==> src/assert_macros.svh <==
// assertion macros for the instruction core
// no dependencies; define ASSERT_OFF to drop every check
`ifndef ASSERT_MACROS_SVH
`define ASSERT_MACROS_SVH
`ifndef ASSERT_OFF
`define C8_ASSERT_IMP(lbl, clk, rst_n, ante, cons, msg) \
  lbl: assert property (@(posedge clk) disable iff (!rst_n) (ante) |-> (cons)) \
    else $error(msg);
`define C8_ASSERT_NXT(lbl, clk, rst_n, ante, cons, msg) \
  lbl: assert property (@(posedge clk) disable iff (!rst_n) (ante) |=> (cons)) \
    else $error(msg);
`else
`define C8_ASSERT_IMP(lbl, clk, rst_n, ante, cons, msg)
`define C8_ASSERT_NXT(lbl, clk, rst_n, ante, cons, msg)
`endif
`endif

==> src/c8ic_pkg.sv <==
// constants, codes and font table of the instruction core
// no dependencies
package c8ic_pkg;

  localparam int MEM_DEPTH     = 4096;
  localparam int SCREEN_WIDTH  = 64;
  localparam int SCREEN_HEIGHT = 32;
  localparam int STACK_DEPTH   = 16;
  localparam int FONT_BYTES    = 80;

  localparam logic [11:0] RESET_PC = 12'h200;

  localparam logic [2:0] CMD_EXEC    = 3'd0;
  localparam logic [2:0] CMD_TICK    = 3'd1;
  localparam logic [2:0] CMD_KEY     = 3'd2;
  localparam logic [2:0] CMD_MEMWR   = 3'd3;
  localparam logic [2:0] CMD_FRAME   = 3'd4;
  localparam logic [2:0] CMD_RESTART = 3'd5;

  localparam logic [2:0] ST_OK      = 3'd0;
  localparam logic [2:0] ST_WAIT    = 3'd1;
  localparam logic [2:0] ST_OVER    = 3'd2;
  localparam logic [2:0] ST_UNDER   = 3'd3;
  localparam logic [2:0] ST_UNKNOWN = 3'd4;

  localparam logic [3:0] OPC_SYS  = 4'h0;
  localparam logic [3:0] OPC_JP   = 4'h1;
  localparam logic [3:0] OPC_CALL = 4'h2;
  localparam logic [3:0] OPC_SEI  = 4'h3;
  localparam logic [3:0] OPC_SNEI = 4'h4;
  localparam logic [3:0] OPC_SER  = 4'h5;
  localparam logic [3:0] OPC_LDI  = 4'h6;
  localparam logic [3:0] OPC_ADDI = 4'h7;
  localparam logic [3:0] OPC_ALU  = 4'h8;
  localparam logic [3:0] OPC_SNER = 4'h9;
  localparam logic [3:0] OPC_LDX  = 4'hA;
  localparam logic [3:0] OPC_JPV0 = 4'hB;
  localparam logic [3:0] OPC_RND  = 4'hC;
  localparam logic [3:0] OPC_DRW  = 4'hD;
  localparam logic [3:0] OPC_KEY  = 4'hE;
  localparam logic [3:0] OPC_MISC = 4'hF;

  localparam logic [15:0] OP_CLS = 16'h00E0;
  localparam logic [15:0] OP_RET = 16'h00EE;

  localparam logic [3:0] ALU_MOV = 4'h0;
  localparam logic [3:0] ALU_OR  = 4'h1;
  localparam logic [3:0] ALU_AND = 4'h2;
  localparam logic [3:0] ALU_XOR = 4'h3;
  localparam logic [3:0] ALU_ADD = 4'h4;
  localparam logic [3:0] ALU_SUB = 4'h5;
  localparam logic [3:0] ALU_SHR = 4'h6;
  localparam logic [3:0] ALU_SBN = 4'h7;
  localparam logic [3:0] ALU_SHL = 4'hE;

  localparam logic [7:0] KK_SKP  = 8'h9E;
  localparam logic [7:0] KK_SKNP = 8'hA1;
  localparam logic [7:0] KK_GDT  = 8'h07;
  localparam logic [7:0] KK_WKEY = 8'h0A;
  localparam logic [7:0] KK_SDT  = 8'h15;
  localparam logic [7:0] KK_SST  = 8'h18;
  localparam logic [7:0] KK_ADDI = 8'h1E;
  localparam logic [7:0] KK_FONT = 8'h29;
  localparam logic [7:0] KK_BCD  = 8'h33;
  localparam logic [7:0] KK_STR  = 8'h55;
  localparam logic [7:0] KK_LDR  = 8'h65;

  localparam logic [7:0] FONT_ROM [0:FONT_BYTES-1] = '{
    8'hF0, 8'h90, 8'h90, 8'h90, 8'hF0, 8'h20, 8'h60, 8'h20, 8'h20, 8'h70,
    8'hF0, 8'h10, 8'hF0, 8'h80, 8'hF0, 8'hF0, 8'h10, 8'hF0, 8'h10, 8'hF0,
    8'h90, 8'h90, 8'hF0, 8'h10, 8'h10, 8'hF0, 8'h80, 8'hF0, 8'h10, 8'hF0,
    8'hF0, 8'h80, 8'hF0, 8'h90, 8'hF0, 8'hF0, 8'h10, 8'h20, 8'h40, 8'h40,
    8'hF0, 8'h90, 8'hF0, 8'h90, 8'hF0, 8'hF0, 8'h90, 8'hF0, 8'h10, 8'hF0,
    8'hF0, 8'h90, 8'hF0, 8'h90, 8'h90, 8'hE0, 8'h90, 8'hE0, 8'h90, 8'hE0,
    8'hF0, 8'h80, 8'h80, 8'h80, 8'hF0, 8'hE0, 8'h90, 8'h90, 8'h90, 8'hE0,
    8'hF0, 8'h80, 8'hF0, 8'h90, 8'hF0, 8'hF0, 8'h80, 8'hF0, 8'h80, 8'h80
  };

endpackage

==> src/c8ic_sprite_row.sv <==
// one sprite row XORed onto one screen row, with wrap and collision
// depends on c8ic_pkg
module c8ic_sprite_row (
  input  logic [7:0]  bits,
  input  logic [5:0]  col,
  input  logic [c8ic_pkg::SCREEN_WIDTH-1:0] row_in,
  output logic [c8ic_pkg::SCREEN_WIDTH-1:0] row_out,
  output logic        hit
);
  localparam int W = c8ic_pkg::SCREEN_WIDTH;

  logic [W-1:0]   base;
  logic [2*W-1:0] dbl;
  logic [W-1:0]   mask;

  assign base    = {bits, {(W-8){1'b0}}};
  assign dbl     = {base, base} >> col;
  assign mask    = dbl[W-1:0];
  assign row_out = row_in ^ mask;
  assign hit     = |(row_in & mask);
endmodule

==> config.mk <==
export PLATFORM = sky130hd
export DESIGN_NAME = c8ic_sprite_row
export DESIGN_NICKNAME = d
export VERILOG_FILES = /design/src/assert_macros.svh /design/src/c8ic_pkg.sv /design/src/c8ic_sprite_row.sv
export SDC_FILE = /design/constraint.sdc
export NUM_CORES = 1
export LEC_CHECK = 0
export BUFFER_PORTS_ARGS = -buffer_cell sky130_fd_sc_hd__buf_2
export CAP_MARGIN = 5
export CORE_UTILIZATION = 35
export DETAILED_ROUTE_END_ITERATION = 7
export PLACE_DENSITY = 0.79
export SYNTH_ARGS = -nofsm -noshare
export SYNTH_HDL_FRONTEND = slang
export SYNTH_SLANG_ARGS = --single-unit
==> constraint.sdc <==
create_clock -name vclk -period 14
set_input_delay 4.2 -clock vclk [all_inputs]
set_output_delay 4.2 -clock vclk [all_outputs]
set_load 0.03 [all_outputs]
==> results of run 1 <==
cells in the mapped netlist (all sizes together):
| library cell | instances | area share |
|---|---|---|
| o21ai | 9 | 0.022 |
| nor4 | 17 | 0.049 |
| or3 | 1 | 0.0029 |
| nand3b | 3 | 0.010 |
| a32oi | 2 | 0.0080 |
| inv | 4 | 0.0069 |
| mux4 | 6 | 0.064 |
| nor2b | 2 | 0.0057 |
| o221ai | 3 | 0.012 |
| or3b | 2 | 0.0080 |
| and2 | 1 | 0.0040 |
| a22o | 2 | 0.0080 |
| nand4 | 5 | 0.014 |
| nor2 | 39 | 0.067 |
| or2 | 3 | 0.0097 |
| clkinv | 1 | 0.0017 |
| nand3 | 11 | 0.025 |
| and3 | 1 | 0.0029 |
| a22oi | 5 | 0.017 |
| ha | 64 | 0.37 |
| a221oi | 3 | 0.015 |
| o211ai | 1 | 0.0034 |
| o22ai | 9 | 0.026 |
| nor3 | 7 | 0.016 |
| a31oi | 4 | 0.014 |
| buf | 8 | 0.030 |
| clkbuf | 10 | 0.017 |
| and2b | 1 | 0.0034 |
| nand2b | 5 | 0.014 |
| mux2i | 9 | 0.047 |
| o31ai | 6 | 0.021 |
| nand2 | 28 | 0.048 |
| a21oi | 1 | 0.0023 |
| o32ai | 6 | 0.024 |
| or4 | 1 | 0.0034 |
| a211oi | 1 | 0.0092 |
cell families after synthesis:
logic type | after synthesis | share of synthesized area
AO/OA/AOI/OAI | 52 | 0.1822
adder cells (fa/ha/maj) | 64 | 0.3668
buffers and inverters | 23 | 0.05616
multiplexers | 15 | 0.1106
AND/OR/NAND/NOR | 127 | 0.2842
stage by stage:
stage | instance area, µm² | utilization
4_1_cts | 2889 | 0.4851
3_5_place_dp | 2889 | 0.4851
3_3_place_gp | 2889 | 0.4851
5_1_grt | 2889 | 0.4851
2_1_floorplan | 2183 | -
6_report | 2889 | 0.4851
worst max-delay path: cells and delay by family:
kind | cells | cell delay (ns)
multiplexers | 1 | 0.70
AO/OA/AOI/OAI | 1 | 0.60
buffers and inverters | 2 | 0.52
adder cells (fa/ha/maj) | 1 | 0.21
AND/OR/NAND/NOR | 4 | 1.19
final timing paths:
check	startpoint	endpoint	slack [ns]
worst max-delay path	col[0]	hit	2.38
worst min-delay path	row_in[44]	row_out[44]	8.77
final cells by class:
type	instances	area (µm²)
fillers	602	3067
repair buffers	143	715.7
multi-input cells	258	2061
inverters	5	18.77
well taps	75	93.84
power by group through the flow:
| stage | Combinational, µW | Clock (µW) | Sequential, µW |
|---|---|---|---|
| finish | 124 | 0 | 0 |
| global route | 133 | 0 | 0 |
| CTS | 123 | 0 | 0 |
| detailed placement | 123 | 0 | 0 |
| global placement | 123 | 0 | 0 |
| floorplan | 90.5 | 0 | 0 |
metal layers:
layer / up-vias / global-route usage
met3: 21 / 0.03483
met1: 1289 / 0.3070
li1: 1349 / -
met4: 0 / 0.06071
met2: 160 / 0.4294
met5: - / 0
==> run_results.csv, run 1 <==
group,metric,value,unit
outcome,outcome,"completed",
sta,setup_slack,2.380,ns
synth,yosysSeqAreaShare,0,
detailed_routing,maxUsedRoutingLayer,"met4",
critical_path,path_common_cell,"buf_2",
synth,yosys_warnings,0,
critical_path,path_max_fanout,17,
sta,min_period_over_period,0.8300,
sta,finalSetupTns,0,ns
finish,final_common_cell,"buf_2",
worst_hold_path,hp-class,"input port to output pin",
synth,synth_area,2183,µm²
finish,n_antenna_cell,0,
placed_design,portBuffers,143,
sta,tightestPinTransition,0.8754,ns
sta,hold_ws,8.771,ns
critical_path,crit_arrival,7.42,ns
power,swShare,0.6831,
detailed_routing,wl,8360,µm
finish,final_cells,481,
clocking,postCtsHoldBufs,0,
finish,clock_buffers,0,
critical_path,slowest_stage,"mux4_2",
detailed_routing,post-route-drc-count,0,
finish,nNetsFinal,550,
sta,slew_headroom,0.4164,
critical_path,critPathKind,"input port to output pin",
sta,drv_slew,0,
synth,ys_types,46,
critical_path,crit_path_start_kind,"input port",
detailed_routing,postRouteAntennaNets,0,
critical_path,cpPeakStageDelay,0.70,ns
detailed_routing,wl_met3,766,µm
power,vdd_drop_max,0.01873,mV
power,power_density,42.81,nW/µm²
clocking,post_cts_buffers,0,
grt,grt_pass1_wl,12260,µm
synth,avgSynthCellArea,7.770,µm²
synth,syn_inst,281,
power,p_seq_frac,0,
finish,seq_cells,0,
critical_path,worst_ep_required_time,9.80,ns
sta,setup_viol,0,
sta,fmax,0.08606,GHz
run,maxCapViolations,0,
power,p_int,39.19,µW
floorplan,die_x,80.98,µm
floorplan,coreArea,5956,µm²
sta,rsz0062_at_grt,"no",
power,p_total,123.7,µW
power,power.share.clock,0,
critical_path,crit_path_cell_trace,"buf_2 > mux4_2 > a221oi_2 > nor2_1 > ha_1 > nor4_1 > nand4_1 > or4_1 > buf_2",
placed_design,hpwl,6903,µm
grt,grt_max_degree,28,
placed_design,place_inst,481,
grt,first_global_vias,2491,
power,p_leak,0.001540,µW
placed_design,place_congestion,0.9951,
sta,fin_crit,11.62,ns
sta,finalHoldViolCount,0,
finish,seqCellArea,0,µm²
floorplan,ioPinCount,143,
detailed_routing,dr.pass1.iters,5,
detailed_routing,drt_iter0_drc,306,
detailed_routing,vias_per_cell,5.861,
detailed_routing,vias,2819,
floorplan,die-area,6558,µm²
finish,syn2layout_area_growth,32.32,%
critical_path,endpoint_kind,"output pin",
power,switching_power,84.48,µW
grt,overflow,0,
power,combPwrFrac,1.000,
worst_hold_path,whs_path_depth,3,
detailed_routing,wl_per_cell,17.38,µm
grt,grt_use_total,0.2432,
floorplan,dieHeight,80.98,µm
floorplan,num_rows,28,
detailed_routing,wl_met2,3983,µm
grt,antenna_found_initial,0,
clocking,ctsResizeCount,0,
placed_design,dpl_worst_slack,2.347,ns
finish,drive_gt1_frac,0.3892,
detailed_routing,wl_met1,3394,µm
finish,final_cell_mix,"143 x buf_2, 64 x ha_1, 39 x nor2_1",
synth,synth_fp_nets,423,
floorplan,start_util,0.3666,
Power figures use the tool's default switching activity.
==> run 2, diff against run 1 <==
Settings changed: ABC_AREA set to 1.
Clock period 14 ns to 11.9 ns, I/O delays scaled along.
==> run_results.csv, run 2 <==
group,metric,value,unit
critical_path,critPathKind,"input port to output pin",
floorplan,num_rows,28,
critical_path,slowest_stage,"clkinv_1",
floorplan,dieHeight,80.80,µm
finish,final_common_cell,"buf_2",
outcome,outcome,"completed",
sta,drv_slew,0,
worst_hold_path,hold_end,"row_out[51]",
sta,min_period_over_period,0.8285,
synth,synth_top_area_share,0.3685,
detailed_routing,wl,7820,µm
worst_hold_path,min_from,"row_in[51]",
critical_path,crit_path_start_kind,"input port",
synth,synth_area_leader_cell,"ha_1",
clocking,ctsResizeCount,0,
grt,grt_max_degree,41,
sta,finalHoldViolCount,0,
grt,antenna_found_initial,0,
sta,rsz0062_at_grt,"no",
sta,setup_viol,0,
placed_design,placed_area,2848,µm²
finish,fin_area,2848,µm²
critical_path,path_common_cell,"buf_2",
synth,syn_inst,341,
power,power_density,49.81,nW/µm²
finish,final_cell_mix,"143 x buf_2, 64 x ha_1, 62 x nor2_1",
synth,avgSynthCellArea,6.373,µm²
finish,n_antenna_cell,0,
synth,synth_area_leaders,"ha_1 37%, nand3_1 12%, nor2_1 11%, nand2_1 10%, nand4_1 4.6%",
finish,seq_cells,0,
grt,grt_pass1_wl,11910,µm
placed_design,place_congestion,0.9082,
synth,yosys_warnings,0,
sta,slew_headroom,0.2769,
sta,fin_crit,9.859,ns
finish,fin_util,0.4782,
grt,grt_use_total,0.2319,
detailed_routing,vias,2854,
critical_path,crit_path_cell_trace,"buf_2 > clkinv_1 > nand3_1 > o21ai_0 > ha_1 > nor4_1 > nand3b_1 > nor2_1 > nand2_1 > buf_2",
detailed_routing,drt_iter0_drc,252,
finish,clock_buffers,0,
detailed_routing,postRouteAntennaNets,0,
floorplan,ioPinCount,143,
grt,first_global_vias,2580,
finish,n_fill_cell,617,
finish,drive_gt1_frac,0.3565,
run,maxCapViolations,0,
floorplan,coreArea,5956,µm²
worst_hold_path,whs_path_depth,3,
critical_path,endpoint_kind,"output pin",
detailed_routing,wl_per_cell,14.62,µm
clocking,post_cts_buffers,0,
sta,fmax,0.1014,GHz
detailed_routing,post-route-drc-count,0,
sta,hold_ws,7.509,ns
worst_hold_path,hp-class,"input port to output pin",
synth,ys_types,29,
placed_design,hpwl,6791,µm
placed_design,portBuffers,143,
sta,finalSetupTns,0,ns
critical_path,crit_arrival,6.29,ns
synth,synth_fp_nets,483,
finish,syn2layout_area_growth,31.03,%
critical_path,crit_buf_inv,3,
sta,tightestPinTransition,1.084,ns
synth,synth_most_common_cell,"ha_1",
critical_path,critical-path-top-delay-family,"buffers and inverters",
synth,yosysSeqAreaShare,0,
critical_path,worst_ep_required_time,8.33,ns
power,vdd_drop_max,0.02157,mV
finish,nNetsFinal,604,
floorplan,start_util,0.3649,
synth,synth_area,2173,µm²
floorplan,die_x,80.80,µm
synth,synth_commonest_cells,"64 x ha_1, 62 x nor2_1, 59 x nand2_1",
clocking,postCtsHoldBufs,0,
detailed_routing,vias_per_cell,5.335,
finish,seqCellArea,0,µm²
power,p_leak,0.001657,µW
grt,overflow,0,
critical_path,cpPeakStageDelay,0.73,ns
detailed_routing,dr.pass1.iters,4,
critical_path,path_max_fanout,27,
floorplan,die-area,6529,µm²
run 2: changes by cell type after synthesis, sizes merged, moves of 8 or more:
cell	previous run	this run
nand3	11	60
nand2	28	63
nor2	39	66
a21oi	1	12
nand4	5	16
mux2i	9	0
nor4	17	8
o22ai	9	0
buf	8	16
run 2: power breakdown:
part	leakage, µW	switching (µW)	internal (µW)
sequential	0	0	0
combinational	0.00166	98.3	43.5
clock	0	0	0
run 2: final cells by class:
class                      count  area (µm²)  share of cell area
multi-input combinational    309        2003              0.7034
timing repair buffer         143       715.7              0.2513
tap                           75       93.84             0.03295
inverter                       8       35.03             0.01230
run 2: cells by family (layout without fill, tap and decap cells):
| kind of cell | Yosys count | after routing | share of synthesized area |
|---|---|---|---|
| adders and majority gates | 64 | 64 | 0.3685 |
| buffers and inverters | 32 | 151 | 0.07829 |
| and+or+nand+nor | 221 | 221 | 0.4911 |
| AOI/OAI and AO/OA | 24 | 24 | 0.06218 |
run 2: how the worst max path moves through the flow:
stage                     cells past startpoint  endpoint  startpoint  slack, ns
final                                        10       hit      col[4]       2.04
after global placement                       10       hit      col[4]       2.10
after detailed placement                     10       hit      col[4]       2.03
after global routing                         10       hit      col[5]       1.68
after CTS                                    10       hit      col[5]       2.03
after floorplan                              15       hit      col[1]       3.23
run 2: routing by layer:
layer,share of wire,track usage,vias up
li1,-,-,1436
met1,0.41,0.2967,1286
met2,0.50,0.4252,126
met3,0.087,0.01910,6
met4,0.0095,0.03571,0
met5,0,0,-
run 2: metrics by stage:
step	cells	worst slack [ns]	power, µW
final	535	2.041	141.8
after global routing	535	1.677	155.3
after CTS	535	2.030	142.5
after detailed placement	535	2.026	141.8
after global placement	535	2.099	140.4
after floorplan	341	3.226	107.8
